### src/tw_pkg.sv
// ----------------------------------------------------------------------------
// tw_pkg
// Shared types, codes and defaults for the timing wheel refresh timer.
// ----------------------------------------------------------------------------
`default_nettype none

package tw_pkg;

  localparam int MAX_SLOTS_DEF  = 64;
  localparam int MAX_TIMERS_DEF = 64;
  localparam int SLOT_DEPTH_DEF = 32;

  localparam logic [6:0]  WHEEL_RESET = 7'd60;
  localparam logic [10:0] REF_LIMIT   = 11'd2047;

  localparam logic [1:0] CMD_ADD     = 2'd0;
  localparam logic [1:0] CMD_REFRESH = 2'd1;
  localparam logic [1:0] CMD_TICK    = 2'd2;

  localparam logic [2:0] ST_OK           = 3'd0;
  localparam logic [2:0] ST_NOT_FOUND    = 3'd1;
  localparam logic [2:0] ST_TABLE_FULL   = 3'd2;
  localparam logic [2:0] ST_SLOT_FULL    = 3'd3;
  localparam logic [2:0] ST_ALREADY_LIVE = 3'd4;
  localparam logic [2:0] ST_BAD_DELAY    = 3'd5;

  localparam logic KIND_ACK    = 1'b0;
  localparam logic KIND_EXPIRY = 1'b1;

  typedef struct packed {
    logic [1:0]  command;
    logic [63:0] timer_key;
    logic [5:0]  delay;
  } request_t;

  typedef struct packed {
    logic        kind;
    logic [2:0]  status;
    logic [63:0] expired_key;
    logic        last;
  } result_t;

  typedef enum logic [2:0] {
    OP_ADD,
    OP_REFRESH,
    OP_TICK,
    OP_NOP,
    OP_BAD_DELAY
  } job_op_t;

  typedef struct packed {
    job_op_t     op;
    logic [63:0] key;
    logic [5:0]  delay;
  } job_t;

  typedef enum logic [3:0] {
    S_IDLE,
    S_SCAN,
    S_POST,
    S_LOAD,
    S_DIV,
    S_FRD,
    S_FILL,
    S_TSLOT,
    S_TREAD,
    S_TREF,
    S_TUPD,
    S_ACK
  } back_state_t;

endpackage

`default_nettype wire

### src/tw_front.sv
// ----------------------------------------------------------------------------
// tw_front
// Accepts requests, classifies them and queues jobs for the back end.
// ----------------------------------------------------------------------------
`default_nettype none

module tw_front #(
  parameter int MAX_SLOTS = tw_pkg::MAX_SLOTS_DEF,
  localparam int CW = $clog2(MAX_SLOTS + 1)
) (
  input  wire logic              clk,
  input  wire logic              rst,
  input  wire logic              start,
  output logic                   busy,
  input  wire tw_pkg::request_t  request,
  input  wire logic [CW-1:0]     eff_size,
  output logic                   q_valid,
  output tw_pkg::job_t           q_job,
  input  wire logic              q_pop
);

  localparam int XW = (CW > 6) ? CW : 6;

  tw_pkg::job_t mem [2];
  logic         wr_ptr;
  logic         rd_ptr;
  logic [1:0]   count;
  tw_pkg::job_t job_in;
  logic         push;
  logic         pop;

  always_comb begin
    job_in.key   = request.timer_key;
    job_in.delay = request.delay;
    case (request.command)
      tw_pkg::CMD_ADD: begin
        job_in.op = (XW'(request.delay) >= XW'(eff_size)) ? tw_pkg::OP_BAD_DELAY
                                                           : tw_pkg::OP_ADD;
      end
      tw_pkg::CMD_REFRESH: job_in.op = tw_pkg::OP_REFRESH;
      tw_pkg::CMD_TICK:    job_in.op = tw_pkg::OP_TICK;
      default:             job_in.op = tw_pkg::OP_NOP;
    endcase
  end

  assign busy    = (count == 2'd2);
  assign push    = start && !busy;
  assign q_valid = (count != 2'd0);
  assign pop     = q_pop && q_valid;
  assign q_job   = mem[rd_ptr];

  always_ff @(posedge clk) begin
    if (rst) begin
      wr_ptr <= 1'b0;
      rd_ptr <= 1'b0;
      count  <= 2'd0;
    end else begin
      if (push) begin
        wr_ptr <= !wr_ptr;
      end
      if (pop) begin
        rd_ptr <= !rd_ptr;
      end
      case ({push, pop})
        2'b10:   count <= count + 2'd1;
        2'b01:   count <= count - 2'd1;
        default: count <= count;
      endcase
    end
  end

  always_ff @(posedge clk) begin
    if (push) begin
      mem[wr_ptr] <= job_in;
    end
  end

endmodule

`default_nettype wire

### config.mk
export PLATFORM = sky130hd
export DESIGN_NAME = tw_front
export DESIGN_NICKNAME = d
export VERILOG_FILES = /design/src/tw_pkg.sv /design/src/tw_front.sv
export SDC_FILE = /design/constraint.sdc
export NUM_CORES = 1
export LEC_CHECK = 0
export BUFFER_PORTS_ARGS = -buffer_cell sky130_fd_sc_hd__buf_4
export CAP_MARGIN = 20
export CORE_ASPECT_RATIO = 0.8
export CORE_MARGIN = 2
export CORE_UTILIZATION = 45
export CTS_BUF_LIST = sky130_fd_sc_hd__clkbuf_8
export CTS_CLUSTER_DIAMETER = 30
export CTS_CLUSTER_SIZE = 14
export DETAILED_ROUTE_END_ITERATION = 16
export GPL_ROUTABILITY_DRIVEN = 0
export PLACE_DENSITY = 0.78
export SYNTH_ARGS = -nofsm -noshare
export SYNTH_HDL_FRONTEND = slang
export SYNTH_SLANG_ARGS = --single-unit
### constraint.sdc
create_clock -name clk -period 5.82 [get_ports clk]
set_clock_uncertainty 0.15 [all_clocks]
set_input_delay 0.291 -clock clk [delete_from_list [all_inputs] [get_ports clk]]
set_output_delay 0.291 -clock clk [all_outputs]
set_load 0.01 [all_outputs]
# --- After elaboration in Yosys (flattened, before gate mapping) ---
# Memories as Yosys holds them, arrays and structs flattened. A register that Yosys moved wholly into a read port is not among the register bits.
# Cells that the tools add are included.
word_totals:
  regBits: 4
  ramBits: 146
  in_bits: 83
  out_inout_bits: 75
  memories: 1
op_classes:
  add_sub_neg: 2
  magnitude_cmp: 1
  eq_ne: 5
  muxes: 7
  n_reduce_logical: 8
memory_table:
  columns: ["name", "depth", "word_bits", "read_ports", "rd_ports_with_merged_regs", "wr", "line", "source"]
  rows:
  - ["mem", 2, 73, 1, 1, 1, "tw_front.sv:24", "tw_pkg::job_t mem [2];"]
ops:
  columns: ["cell", "n"]
  rows:
  - ["$pmux W3 S3", 1]
  - ["$ge A6 B7 Y1", 1]
  - ["$eq A2 B2 Y1 const B", 3]
  - ["$eq A2 B1 Y1 const B", 2]
  - ["$mux W1", 4]
  - ["$pmux W2 S2", 1]
  - ["$reduce_bool A2 Y1", 2]
  - ["$logic_not A1 Y1", 3]
  - ["$mux W3", 1]
  - ["$add A2 B1 Y2 const B", 1]
  - ["$logic_and A1 B1 Y1", 2]
  - ["$logic_not A2 Y1", 1]
  - ["$sub A2 B1 Y2 const B", 1]

# --- Logic depth before layout (Yosys ltp) ---
logic_depth:
  ltp_word: 5
  ltp_mapped: 6
  depth_no_buf: 6

# --- Least setup slack after synthesis ---
# No wires, ideal clock.
synth_timing:
  kind: "flip-flop to flip-flop"
  startpoint: "register count[0]"
  endpoint: "memory mem[0][0] (netlist name) (enable)"
  t_arrival_ns: 2.339
  required_time_ns: 5.243
  path_slack_ns: 2.904
  stages_incl_launch_ff: 5
  period_less_slack_ns: 2.916
  cell_sequence: "dfxtp_1 -> nand2b_2 -> inv_2 -> or3_1 -> inv_1"
synth_between:
  elab_chain_len: 5
synth_rtl:
  columns: ["element", "line", "source"]
  rows:
  - ["from (decl)", "tw_front.sv:27", "logic [1:0] count;"]
  - ["from (signal assigned)", "tw_front.sv:65", "2'b10: count <= count + 2'd1;"]
  - ["from (signal assigned)", "tw_front.sv:66", "2'b01: count <= count - 2'd1;"]
  - ["from (signal assigned)", "tw_front.sv:67", "default: count <= count;"]
  - ["$eq A2 B2 Y1", "tw_front.sv:46", "assign busy = (count == 2'd2);"]
  - ["named net busy", "tw_front.sv:14", "output logic busy,"]
  - ["$logic_not A1 Y1", "tw_front.sv:47", "assign push = start && !busy;"]
  - ["$logic_and A1 B1 Y1", "tw_front.sv:47", null]
  - ["$mux W1", "tw_front.sv:73", "if (push) begin"]
  - ["$mux W1 (not written as such)", "tw_front.sv:74", "mem[wr_ptr] <= job_in;"]
  - ["to (decl)", "tw_front.sv:24", null]
# The timed path passes the listed nets, and every way through them passes these cells.

==> metrics.txt <==
Clk Tree Root Cell clkbuf_8; Layout area overhead 43.39%; Top Ports 158; Seq/Total Area, Yosys 79.63%; ratio of cells with drive above 1 in the final layout 49.81%; Crit path required time 5.38 ns; reg2reg path depth 5; die area around 13000 µm²; CTS buffer count 17; I/O Buffers 157; setup TNS 0 ns; synth warn 0; min-delay worst type in -> reg; final setup fails 0; register area around 4500 µm²; pin count of the biggest net entering global routing 74; syn avg cell area 20.40 µm²; GRT Overall Usage 17.97%; multi-input logic area 1071 µm²; Iter 0 DRT Violations 188; PwrDens 381.8 nW/µm²; Switch Pwr 0.0008412 W; Pre-antenna DRT Iters 4; ordered cell list for the critical path mux2_2 -> buf_4; HP Start start; Routed WL per cell 16.62 µm; status complete, no violations; Die W 129.1 µm; initial core utilization 46.14%; Slew Limit Fails 0; Total Wirelength 11620 µm; Worst Path Buf+Inv 1; Switching Share 27.28%; worst flop-to-flop path startpoint count[0]; MaxCap Viol Count 0; ANT cells 0; setup slack, reg-to-reg 3.45 ns; Worst Hold End wr_ptr; DR vias/cell about 4.7; DRC viols 0; post-synthesis cell area 5632 µm²; worst-path maximum fanout 73; fmax slightly below 400 MHz; Worst VDD drop 0.0004007 V; RSZ-0062 raised after global routing false; number of global-route vias before repair 3470; Yosys reg bits 151; crit path capture type primary output; Clock Path Buffers 2; via count 3274; first-pass GRT wire length between 15000 and 20000 µm; fin nets 606; Clock H-tree levels 4; postcts setup bufs 0; slowest stage cell, crit path dfxtp_4; CP arrival between 2 and 2.5 ns; initial antenna violation count 0; Reg clk slew, reported paths 0.07 ns; worst reg2reg path endpoint mem[0][35]; hpwl dp 6542 µm; Final period util a little over two fifths; Logic pwr share 28.2%; GR Overflow Total 0; minimum clock period after layout approximately 2.5 ns; Mapped Nets roughly 370; synth unique cells 26; Rel. slew slack 31.51%; sequential share of power 48.4%; area of the core 12210 µm²; Leak 3.084 nW; clock latency on the worst-skew pair 0.43 ns; fin util 66.15%; Cell Rows 36; CTS tree built; ANT nets after route 0; fill count 832; Crit path max-delay family flip-flops; critical path class reg -> out; Slew @ Worst Pin ~1.0 ns; Die Span Y between 100 and 150 µm; Worst Hold Depth 4; clk sink count approximately 150; Largest stage delay, worst path 0.99 ns; clock share of power a little under a quarter; CP startpoint kind flip-flop; Fin. Hold Viols 0; cell count after synthesis 276; Pint 0.002242 W
==> state kept, by name, summed over array words and instances (netlist names), named ones only <==
name / cells
mem: 146
count: 2
rd_ptr: 1
wr_ptr: 1
==> layout make-up <==
class	count	area share, %
clock buffers	17	2.897
clock inverters	14	1.441
inverters	9	0.4338
multi-input cells	106	13.26
flip-flops and latches	151	55.58
well taps	171	2.650
repair buffers	231	23.74
==> layer usage <==
layer / global-route usage (%) / up-vias / routed length [µm]
met2: 29.78 / 139 / 5779
met3: 7.099 / 17 / 887
met5: 0 / - / 0
met4: 5.901 / 0 / 167
li1: - / 1546 / -
met1: 21.49 / 1572 / 4785
==> worst reg2reg max path, cell delays in order (launching register included) <==
cell	delay [ns]
dfxtp_1	0.41
nand2b_2	0.18
inv_2	0.05
or3_1	0.34
clkinv_2	0.05
buf_4	0.70
==> kinds of logic after synthesis <==
kind of cell | after synthesis | synth area share, %
AO/OA/AOI/OAI | 9 | 0.9777
XOR/XNOR | 3 | 0.4666
adder cells (fa/ha/maj) | 7 | 1.555
buffers and inverters | 19 | 1.444
flip-flops | 151 | 79.63
multiplexers | 73 | 14.60
AND/OR/NAND/NOR | 14 | 1.333
==> power by group through the flow <==
stage	logic, W	registers, W	clock network [W]
floorplan	0.000503	0.00143	0
global placement	0.000816	0.00151	0
detailed placement	0.000823	0.00152	0
CTS	0.000869	0.00149	0.000739
global route	0.000934	0.00151	0.000787
finish	0.000869	0.00149	0.000721
==> stage by stage <==
stage	hold WS [ns]	power, W	cell area (µm²)	instances	setup slack [ns]
after floorplan	0.2101	0.001933	5632	276	2.904
after global placement	0.3236	0.002321	6994	595	3.537
after detailed placement	0.3293	0.002342	6994	595	3.468
after CTS	0.07341	0.003103	8075	699	3.275
after global routing	0.1157	0.003235	8075	699	3.185
final	0.1041	0.003083	8075	699	3.285
==> what timing repair did <==
action | in CTS | in global routing
hold endpoints to repair | 149 | 0
hold buffers | 73 | 0
resized for setup | 0 | 0
==> worst max path at each step <==
| stage | to | slack, ns | cells after the start |
|---|---|---|---|
| after floorplan | mem[0][0] | 2.90 | 4 |
| after detailed placement | mem[0][54] | 3.47 | 5 |
| final | q_job[42] | 3.28 | 2 |
| after global placement | mem[0][55] | 3.54 | 5 |
| after global routing | q_job[58] | 3.19 | 2 |
| after CTS | q_job[14] | 3.28 | 2 |
==> layout by cell type (no fill, tap or decap), drive strengths merged, types with 2 or more instances in the layout <==
cell type / netlist / routed
buf: 8 / 158
edfxtp: 146 / 146
mux2: 73 / 73
dlygate4sd3: 0 / 73
clkbuf: 2 / 17
clkinv: 0 / 12
inv: 9 / 8
ha: 7 / 7
dfxtp: 5 / 5
a21oi: 3 / 3
nor2: 3 / 3
nand2: 2 / 2
or3: 2 / 2
xnor2: 2 / 2
o21ai: 2 / 2
bufinv: 0 / 2
nand2b: 2 / 2
==> Yosys cell counts <==
cell,n,area [µm²]
mux2_2,73,822.0
nand4_1,1,6.260
inv_1,8,30.03
xor2_1,1,8.760
nand2b_2,1,8.760
or2_2,1,6.260
a21oi_1,3,15.01
or3_1,2,12.51
a21o_1,1,7.510
nand3_1,1,5.000
dfxtp_1,5,100.1
inv_2,1,3.750
o21a_1,1,7.510
nand2b_1,1,6.260
xnor2_1,2,17.52
nor2_1,3,11.26
a31oi_1,1,6.260
o21ai_0,2,10.01
o2bb2ai_1,1,8.760
clkbuf_1,2,7.510
and3_1,1,6.260
nand2_1,2,7.510
ha_1,7,87.58
buf_2,8,40.04
nor3_1,1,5.000
edfxtp_1,146,4384
No activity file was read; power rests on OpenSTA's default activity.
